==> src/hw/rtl/far_pkg.sv <==
// Package with shared constants and types for the fraction arithmetic block.
package far_pkg;

    localparam int OPERAND_BITS_DEF = 16;

    localparam logic [1:0] OP_ADD = 2'd0;
    localparam logic [1:0] OP_SUB = 2'd1;
    localparam logic [1:0] OP_MUL = 2'd2;
    localparam logic [1:0] OP_DIV = 2'd3;

    typedef struct packed {
        logic start;
        logic busy;
        logic done;
    } far_unit_ctl_t;

endpackage

==> src/hw/rtl/far_divider.sv <==
// Shared restoring divider, one quotient bit per cycle.
module far_divider #(
    parameter int W = 64
) (
    input  logic         clk,
    input  logic         rst_n,
    input  logic         start,
    input  logic [W-1:0] dividend,
    input  logic [W-1:0] divisor,
    output logic         busy,
    output logic         done,
    output logic [W-1:0] quotient,
    output logic [W-1:0] remainder
);
    import far_pkg::*;

    localparam int CW = $clog2(W + 1);

    logic [W-1:0]  quo_reg;
    logic [W-1:0]  rem_reg;
    logic [W-1:0]  dvs_reg;
    logic [CW-1:0] cnt_reg;
    logic          busy_reg;
    logic          done_reg;
    logic [W:0]    shifted;
    logic [W:0]    diff;

    assign shifted = {rem_reg, quo_reg[W-1]};
    assign diff = shifted - {1'b0, dvs_reg};

    always_ff @(posedge clk or negedge rst_n)
    begin
        if (!rst_n)
        begin
            busy_reg <= 1'b0;
            done_reg <= 1'b0;
            cnt_reg <= '0;
        end
        else
        begin
            done_reg <= 1'b0;
            if (start)
            begin
                busy_reg <= 1'b1;
                cnt_reg <= CW'(W);
            end
            else if (busy_reg)
            begin
                cnt_reg <= cnt_reg - 1'b1;
                if (cnt_reg == CW'(1))
                begin
                    busy_reg <= 1'b0;
                    done_reg <= 1'b1;
                end
            end
        end
    end

    always_ff @(posedge clk)
    begin
        if (start)
        begin
            quo_reg <= dividend;
            rem_reg <= '0;
            dvs_reg <= divisor;
        end
        else if (busy_reg)
        begin
            if (!diff[W])
            begin
                rem_reg <= diff[W-1:0];
                quo_reg <= {quo_reg[W-2:0], 1'b1};
            end
            else
            begin
                rem_reg <= shifted[W-1:0];
                quo_reg <= {quo_reg[W-2:0], 1'b0};
            end
        end
    end

    assign busy = busy_reg;
    assign done = done_reg;
    assign quotient = quo_reg;
    assign remainder = rem_reg;

    assert property (@(posedge clk) disable iff (!rst_n) done |-> !busy)
        else $error("divider done while busy");
    assert property (@(posedge clk) disable iff (!rst_n) start |=> busy)
        else $error("divider did not start");
    assert property (@(posedge clk) disable iff (!rst_n) done |-> $past(busy))
        else $error("divider done without work");
endmodule

==> src/hw/rtl/fraction_arith_reduce.sv <==
// Top level of the fraction arithmetic and reduction block.
// Usage: an item on the input channel carries op and four operands a, b, c, d.
// The block forms m and n by cross multiplication, using one shared multiplier
// of operand width, then for add and subtract combines the two products by their
// signs. Unless the item is in error or m or n is zero, it reduces m/n by Euclid's
// algorithm on one shared restoring divider that produces one quotient bit a cycle,
// then divides m and n by the divisor and finally m by n.
// One item is processed at a time; ready is low while an item is in work.
// The result sits in an output register until taken; while the receiver
// stalls, no new item is accepted. Reset clears the sequencer and drops any
// item in flight; no result is valid after reset.
module fraction_arith_reduce #(
    parameter int OPERAND_BITS = far_pkg::OPERAND_BITS_DEF
) (
    input  logic        clk,
    input  logic        rst_n,
    input  logic        in_valid,
    output logic        in_ready,
    input  logic [1:0]  op,
    input  logic [15:0] num_a,
    input  logic [15:0] den_b,
    input  logic [15:0] num_c,
    input  logic [15:0] den_d,
    output logic        out_valid,
    input  logic        out_ready,
    output logic        error,
    output logic        negative,
    output logic [31:0] whole_part,
    output logic [29:0] remainder_part,
    output logic [30:0] denominator
);
    import far_pkg::*;

    localparam int OB = OPERAND_BITS;
    localparam int PW = 2 * OB;
    localparam int DW = PW + 1;

    localparam logic [3:0] S_IDLE = 4'd0;
    localparam logic [3:0] S_MUL0 = 4'd1;
    localparam logic [3:0] S_MUL1 = 4'd2;
    localparam logic [3:0] S_MUL2 = 4'd3;
    localparam logic [3:0] S_MUL3 = 4'd4;
    localparam logic [3:0] S_SUM = 4'd5;
    localparam logic [3:0] S_GCD = 4'd6;
    localparam logic [3:0] S_DIVM = 4'd7;
    localparam logic [3:0] S_DIVN = 4'd8;
    localparam logic [3:0] S_FIN = 4'd9;
    localparam logic [3:0] S_OUT = 4'd10;
    localparam logic [3:0] S_WAIT = 4'd11;

    logic [3:0]    state_reg;
    logic [1:0]    op_reg;
    logic [OB-1:0] am_reg, bm_reg, cm_reg, dm_reg;
    logic          an_reg, bn_reg, cn_reg, dn_reg;
    logic [PW-1:0] p0_reg, p1_reg, nmag_reg;
    logic [DW-1:0] mmag_reg, gx_reg, gy_reg, pn_reg;
    logic          mneg_reg;
    logic          err_reg, neg_reg;
    logic [31:0]   whole_reg;
    logic [29:0]   rem_reg;
    logic [30:0]   den_reg;
    logic          ov_reg;

    logic [OB-1:0] mul_x, mul_y;
    logic [PW-1:0] mul_p;
    logic          dv_start;
    logic [DW-1:0] dv_a, dv_b, dv_q, dv_r;
    logic          dv_busy;
    logic          dv_done;

    function automatic logic [OB:0] load_op(input logic [15:0] raw);
        logic [OB-1:0] v;
        logic [OB-1:0] mag;
        v = OB'(raw);
        mag = v[OB-1] ? (~v + 1'b1) : v;
        return {v[OB-1], mag};
    endfunction

    logic [OB:0] la, lb, lc, ld;
    assign la = load_op(num_a);
    assign lb = load_op(den_b);
    assign lc = load_op(num_c);
    assign ld = load_op(den_d);

    // A negative operand with zero magnitude is given the magnitude of the most negative value.
    function automatic logic [OB-1:0] fix_mag(input logic [OB:0] l);
        return (l[OB] && l[OB-1:0] == '0) ? {1'b1, {(OB-1){1'b0}}} : l[OB-1:0];
    endfunction

    far_divider #(.W(DW)) u_div (
        .clk(clk), .rst_n(rst_n), .start(dv_start), .dividend(dv_a),
        .divisor(dv_b), .busy(dv_busy), .done(dv_done),
        .quotient(dv_q), .remainder(dv_r)
    );

    always_comb
    begin
        mul_x = am_reg;
        mul_y = dm_reg;
        case (state_reg)
            S_MUL0:
            begin
                mul_x = am_reg;
                mul_y = (op_reg == OP_MUL) ? cm_reg : dm_reg;
            end
            S_MUL1:
            begin
                mul_x = bm_reg;
                mul_y = cm_reg;
            end
            S_MUL2:
            begin
                mul_x = bm_reg;
                mul_y = (op_reg == OP_DIV) ? cm_reg : dm_reg;
            end
            default:
            begin
                mul_x = am_reg;
                mul_y = dm_reg;
            end
        endcase
    end
    assign mul_p = PW'(mul_x) * PW'(mul_y);

    logic          s0, s1, sn;
    logic [DW-1:0] sum_mag;
    logic          sum_neg;
    always_comb
    begin
        s0 = (op_reg == OP_MUL) ? (an_reg ^ cn_reg) : (an_reg ^ dn_reg);
        s1 = (bn_reg ^ cn_reg) ^ (op_reg == OP_SUB);
        sn = (op_reg == OP_DIV) ? (bn_reg ^ cn_reg) : (bn_reg ^ dn_reg);
        if (op_reg == OP_MUL || op_reg == OP_DIV || p1_reg == '0)
        begin
            sum_mag = DW'(p0_reg);
            sum_neg = s0;
        end
        else if (p0_reg == '0)
        begin
            sum_mag = DW'(p1_reg);
            sum_neg = s1;
        end
        else if (s0 == s1)
        begin
            sum_mag = DW'(p0_reg) + DW'(p1_reg);
            sum_neg = s0;
        end
        else if (p0_reg >= p1_reg)
        begin
            sum_mag = DW'(p0_reg - p1_reg);
            sum_neg = s0;
        end
        else
        begin
            sum_mag = DW'(p1_reg - p0_reg);
            sum_neg = s1;
        end
        sn = sn & 1'b1;
    end

    always_comb
    begin
        dv_start = 1'b0;
        dv_a = gx_reg;
        dv_b = gy_reg;
        case (state_reg)
            S_GCD:
            begin
                dv_a = gx_reg;
                dv_b = gy_reg;
                dv_start = !dv_busy && !dv_done && gy_reg != '0;
            end
            S_DIVM:
            begin
                dv_a = mmag_reg;
                dv_b = gx_reg;
                dv_start = !dv_busy && !dv_done;
            end
            S_DIVN:
            begin
                dv_a = DW'(nmag_reg);
                dv_b = gx_reg;
                dv_start = !dv_busy && !dv_done;
            end
            S_FIN:
            begin
                dv_a = pn_reg;
                dv_b = gy_reg;
                dv_start = !dv_busy && !dv_done;
            end
            default:
            begin
                dv_start = 1'b0;
            end
        endcase
    end

    always_ff @(posedge clk or negedge rst_n)
    begin
        if (!rst_n)
        begin
            state_reg <= S_IDLE;
            ov_reg <= 1'b0;
        end
        else
        begin
            case (state_reg)
                S_IDLE:
                begin
                    if (in_valid)
                    begin
                        state_reg <= S_MUL0;
                    end
                end
                S_MUL0:
                begin
                    state_reg <= S_MUL1;
                end
                S_MUL1:
                begin
                    state_reg <= S_MUL2;
                end
                S_MUL2:
                begin
                    state_reg <= S_SUM;
                end
                S_MUL3:
                begin
                    state_reg <= S_SUM;
                end
                S_SUM:
                begin
                    if (err_reg || sum_mag == '0 || nmag_reg == '0)
                    begin
                        state_reg <= S_OUT;
                    end
                    else
                    begin
                        state_reg <= S_GCD;
                    end
                end
                S_GCD:
                begin
                    if (gy_reg == '0 && !dv_busy)
                    begin
                        state_reg <= S_DIVM;
                    end
                end
                S_DIVM:
                begin
                    if (dv_done)
                    begin
                        state_reg <= S_DIVN;
                    end
                end
                S_DIVN:
                begin
                    if (dv_done)
                    begin
                        state_reg <= S_FIN;
                    end
                end
                S_FIN:
                begin
                    if (dv_done)
                    begin
                        state_reg <= S_OUT;
                    end
                end
                S_OUT:
                begin
                    ov_reg <= 1'b1;
                    state_reg <= S_WAIT;
                end
                S_WAIT:
                begin
                    if (out_ready)
                    begin
                        ov_reg <= 1'b0;
                        state_reg <= S_IDLE;
                    end
                end
                default:
                begin
                    state_reg <= S_IDLE;
                end
            endcase
        end
    end

    always_ff @(posedge clk)
    begin
        case (state_reg)
            S_IDLE:
            begin
                op_reg <= op;
                an_reg <= la[OB];
                bn_reg <= lb[OB];
                cn_reg <= lc[OB];
                dn_reg <= ld[OB];
                am_reg <= fix_mag(la);
                bm_reg <= fix_mag(lb);
                cm_reg <= fix_mag(lc);
                dm_reg <= fix_mag(ld);
                err_reg <= (lb[OB:0] == '0) || (ld[OB:0] == '0)
                           || (op == OP_DIV && lc[OB:0] == '0);
                neg_reg <= 1'b0;
                whole_reg <= '0;
                rem_reg <= '0;
                den_reg <= 31'd1;
            end
            S_MUL0:
            begin
                p0_reg <= mul_p;
            end
            S_MUL1:
            begin
                p1_reg <= mul_p;
            end
            S_MUL2:
            begin
                nmag_reg <= mul_p;
            end
            S_SUM:
            begin
                mmag_reg <= sum_mag;
                mneg_reg <= sum_neg;
                gx_reg <= sum_mag;
                gy_reg <= DW'(nmag_reg);
            end
            S_GCD:
            begin
                if (dv_done)
                begin
                    gx_reg <= gy_reg;
                    gy_reg <= dv_r;
                end
            end
            S_DIVM:
            begin
                if (dv_done)
                begin
                    pn_reg <= dv_q;
                end
            end
            S_DIVN:
            begin
                if (dv_done)
                begin
                    gy_reg <= dv_q;
                    den_reg <= 31'(dv_q);
                    neg_reg <= mneg_reg ^ sn;
                end
            end
            S_FIN:
            begin
                if (dv_done)
                begin
                    whole_reg <= 32'(dv_q);
                    rem_reg <= 30'(dv_r);
                end
            end
            default:
            begin
            end
        endcase
    end

    assign in_ready = (state_reg == S_IDLE);
    assign out_valid = ov_reg;
    assign error = err_reg;
    assign negative = neg_reg;
    assign whole_part = whole_reg;
    assign remainder_part = rem_reg;
    assign denominator = den_reg;

    assert property (@(posedge clk) disable iff (!rst_n) out_valid |-> !in_ready)
        else $error("input accepted while result pending");
    assert property (@(posedge clk) disable iff (!rst_n)
        (out_valid && error) |-> (denominator == 31'd1 && !negative))
        else $error("error result malformed");
    assert property (@(posedge clk) disable iff (!rst_n)
        (out_valid && !error) |-> (denominator != '0))
        else $error("zero denominator delivered");
endmodule

==> config.mk <==
export PLATFORM = sky130hd
export DESIGN_NAME = fraction_arith_reduce
export DESIGN_NICKNAME = d
export VERILOG_FILES = /design/src/hw/rtl/far_pkg.sv /design/src/hw/rtl/far_divider.sv /design/src/hw/rtl/fraction_arith_reduce.sv
export SDC_FILE = /design/constraint.sdc
export NUM_CORES = 2
export LEC_CHECK = 0
export BUFFER_PORTS_ARGS = -buffer_cell sky130_fd_sc_hd__buf_2
export CAP_MARGIN = 10
export CORE_UTILIZATION = 52
export DETAILED_ROUTE_END_ITERATION = 16
export PLACE_DENSITY = 0.72
export SLEW_MARGIN = 20
export SYNTH_ARGS = -nofsm -noshare
export SYNTH_HDL_FRONTEND = slang
export SYNTH_HIERARCHICAL = 1
export SYNTH_SLANG_ARGS = --single-unit
==> constraint.sdc <==
create_clock -name clk -period 17.81 [get_ports clk]
set_input_delay 1.781 -clock clk [delete_from_list [all_inputs] [get_ports clk]]
set_output_delay 1.781 -clock clk [all_outputs]
set_load 0.01 [all_outputs]
==> results.md <==
* IO Count at 167
* Rows at 97
* Final hold viol count at 0
* Primary FF master, synth: edfxtp_1
* DR WL/cell at 24.28 um
* Postcts setup bufs at 0
* Core area at 70,640 um^2
* Vias in the first global route at 29,360
* Clock Power Share at 0.474
* Slew Viols, Final at 0
* Fmax at 0.1059 GHz
* Number of synthesized flops with an enable pin at 460
* Clk root buf: clkbuf_16
* Combinational power share at 0.017
* Clk_lat worst skew at 640 ps
* P_int at 0.001988 W
* Largest net degree at the start of global routing at 97
* Drc violations at 0
* Layout cells sized above 1 at 0.1147
* Gr usage total at 0.3148
* Global routing's busiest layer: met2
* TritonCTS clock tree: done
* Minimum clock period at 9439 ps
* Met1 usage at 0.4042
* Switching share of power at 0.2091
* DR pass1 iterations at 9
* Nets@finish at 4,332
* CP Class: register to register
* Routed Antenna Nets at 0
* Post_cts resized at 0
* Antenna cells at 0
* CP Launch Type: register
* Data arrival, critical path at 9790 ps
* CTS Buf Count at 54
* Worst hold stages at 0
* Total gr overflow at 0
* Synth async-reset ratio at 0.02569
* Post-route cell area at 41,030 um^2
* Slowest stage delay, CP at 600 ps
* Worst min-delay path class: register to register
* Leak at 16.39 nW
* Slew @ Worst Pin at 1243 ps
* Crit. End Element: register
* Placed Area at 39,130 um^2
* Final setup vio count at 0
* Clock transition at the registers of the reported paths at 60 ps
* Clk sinks at 506
* Synth Net Count at 4,243
* Synth unique cells at 97
* Top cells by area, synth: edfxtp_1 (37%), fa_1 (11%), ha_1 (8.0%)
* Vias/cell at 6.237
* Dpl hpwl at 87,410 um
* Worst path slowest cell: nor2_2
* CP max FO at 16
* Routability congestion estimate at 1.029
* Synth Register Bits at 506
* Most numerous cell on the critical path: fa_1
* Status: complete, no violations
* Part of the cycle the worst path needs at 0.5300
* Vias at 30,010
* R2R setup slack at 8370 ps
* Clock Skew at 36.38 ps
* Final wirelength at 116,800 um
* Cell Pwr Density at 61.26 nW/um^2
* Yosys warnings at 6
* FILL cells at 6,109
* Syn Std Cell Area at 37,410 um^2
* R2R cell count at 30
* Post-synthesis cell count at 3,736
* Initial antenna violation count at 3
* Seq/Total Area, Yosys at 0.3956
* Area Overhead vs Synth at 9.668%
* Setup tns final at 0 ps
* Clk buf depth at 3
* Synth area leader: edfxtp_1
* Port Buffers at 166
* Met3 Usage GRT at 0.05334
* CP required at 18,160 ps
* Max-Cap Viols at 0
* Peak VDD IR at 0.00007834 V
* RSZ-0062 raised after global routing: no
* Synthesized area per cell at 10.01 um^2
* Die width at 270.2 um
* Sequential power share at 0.509
* Hold buffers post-CTS at 0
* Iteration-0 DRC Markers at 3,332
* Die area at 73,020 um^2
* Worst slew margin at 0.1710
* CTS H-Tree Depth at 2
* Initial Util at 0.5297
* Die Y at 270.2 um
* Top-area cell type share of the netlist area at 0.3692
* Global-route wire length before repair at 176,200 um
* Met2 Usage GRT at 0.5112
* Psw at 0.0005257 W
[synth_stat cells, types with 12 or more instances]
cell type and number:
a211oi_1 44, a21boi_0 14, a21o_1 34, a21oi_1 198, a221o_1 32, a222oi_1 33, a31oi_1 29, and2_1 114
and3_1 14, clkbuf_1 142, dfrtp_1 13, dfxtp_1 33, edfxtp_1 460, fa_1 198, ha_1 239, inv_1 378
mux2_2 81, mux2i_1 47, nand2_1 397, nand2b_1 40, nand3_1 75, nand4_1 26, nor2_1 348, nor2b_1 22
nor3_1 68, nor4_1 59, o211ai_1 18, o21a_1 26, o21ai_0 115, o21bai_1 28, o31ai_1 26, or2_2 12
or3_1 15, or4_1 16, xnor2_1 115, xor2_1 33
[final cells by class]
class                      count  area, um^2  share of cell area
clock buffer                  66        1458             0.03553
tap                          940        1176             0.02866
sequential                   506       14800              0.3607
multi-input combinational   2677       20610              0.5023
clock inverter                36       426.7             0.01040
inverter                     379        1423             0.03467
timing repair buffer         207        1139             0.02775
[critical path: cells and delay by family, from the launching register on]
family | cells | cell delay [ps]
flip-flops | 1 | 560
AND/OR/NAND/NOR | 9 | 2280
buffers and inverters | 3 | 140
adder cells (fa/ha/maj) | 7 | 3310
AO/OA/AOI/OAI | 10 | 2700
XOR/XNOR | 1 | 160
[power groups by stage]
| stage | Clock (W) | Combinational (W) | Sequential (W) |
|---|---|---|---|
| 6_report | 0.00119 | 0.0000424 | 0.00128 |
| 4_1_cts | 0.00121 | 0.0000424 | 0.00128 |
| 3_5_place_dp | 0 | 0.0000423 | 0.00131 |
| 5_1_grt | 0.00125 | 0.0000472 | 0.00128 |
| 2_1_floorplan | 0 | 0.0000229 | 0.00131 |
| 3_3_place_gp | 0 | 0.0000416 | 0.00131 |
[per-stage QoR]
stage	instances	worst slack [ps]	power (W)	hold slack (ps)	utilization
global route	4811	7851	0.002575	500.7	0.5809
detailed placement	4709	8194	0.001348	486.2	0.5540
CTS	4811	8123	0.002529	478.9	0.5807
global placement	4709	8399	0.001347	476.2	0.5540
finish	4811	8371	0.002514	472.3	0.5809
floorplan	3736	9465	0.001329	451.6	-
[cell families after synthesis]
| group | after synthesis | synth area share |
|---|---|---|
| multiplexers | 133 | 0.03846 |
| AO/OA/AOI/OAI | 723 | 0.1325 |
| XOR/XNOR | 148 | 0.03465 |
| buffers and inverters | 553 | 0.05802 |
| AND/OR/NAND/NOR | 1236 | 0.1550 |
| adder cells (fa/ha/maj) | 437 | 0.1859 |
| flip-flops | 506 | 0.3956 |
[worst paths after layout]
kind,from,end
max,state_reg[1]$_DFFE_PN0P_,nmag_reg[30]$_DFFE_PN_
min,u_div/quotient[7]$_DFFE_PP_,pn_reg[7]$_DFFE_PP_
max reg2reg,state_reg[1]$_DFFE_PN0P_,nmag_reg[30]$_DFFE_PN_
min reg2reg,u_div/quotient[7]$_DFFE_PP_,pn_reg[7]$_DFFE_PP_
max in group asynchronous,rst_n,u_div/busy$_DFF_PN0_
min in group asynchronous,rst_n,u_div/cnt_reg[3]$_DFFE_PN0P_
[metal layers]
metal / up-vias / wire [um]
met3: 354 / 10420
met2: 1618 / 54290
met1: 14660 / 45350
li1: 13370 / -
met4: 4 / 6707
met5: - / 33
[cell usage in the layout (no fill, tap or decap), types with 12 or more instances in the layout]
master / netlist / layout
o21a_1: 26 / 25
dfrtp_1: 13 / 12
nor2_1: 348 / 334
ha_1: 239 / 239
inv_1: 378 / 378
nand3_1: 75 / 75
xor2_1: 33 / 32
dfxtp_1: 33 / 33
a21oi_1: 198 / 198
nand2b_1: 40 / 40
edfxtp_1: 460 / 460
nor2b_1: 22 / 22
nor4_1: 59 / 59
o21bai_1: 28 / 28
nand2_1: 397 / 397
and3_1: 14 / 14
nor3_1: 68 / 65
o31ai_1: 26 / 26
fa_1: 198 / 198
a21boi_0: 14 / 14
mux2_2: 81 / 81
clkbuf_16: 0 / 55
and2_1: 114 / 114
nand4_1: 26 / 26
o21ai_0: 115 / 115
xnor2_1: 115 / 114
mux2i_1: 47 / 45
or2_2: 12 / 12
a21o_1: 34 / 33
a211oi_1: 44 / 43
o211ai_1: 18 / 18
a221o_1: 32 / 32
buf_2: 11 / 166
a31oi_1: 29 / 29
buf_4: 2 / 41
or3_1: 15 / 15
a222oi_1: 33 / 33
or4_1: 16 / 16
(Power assumes the default switching activity.)
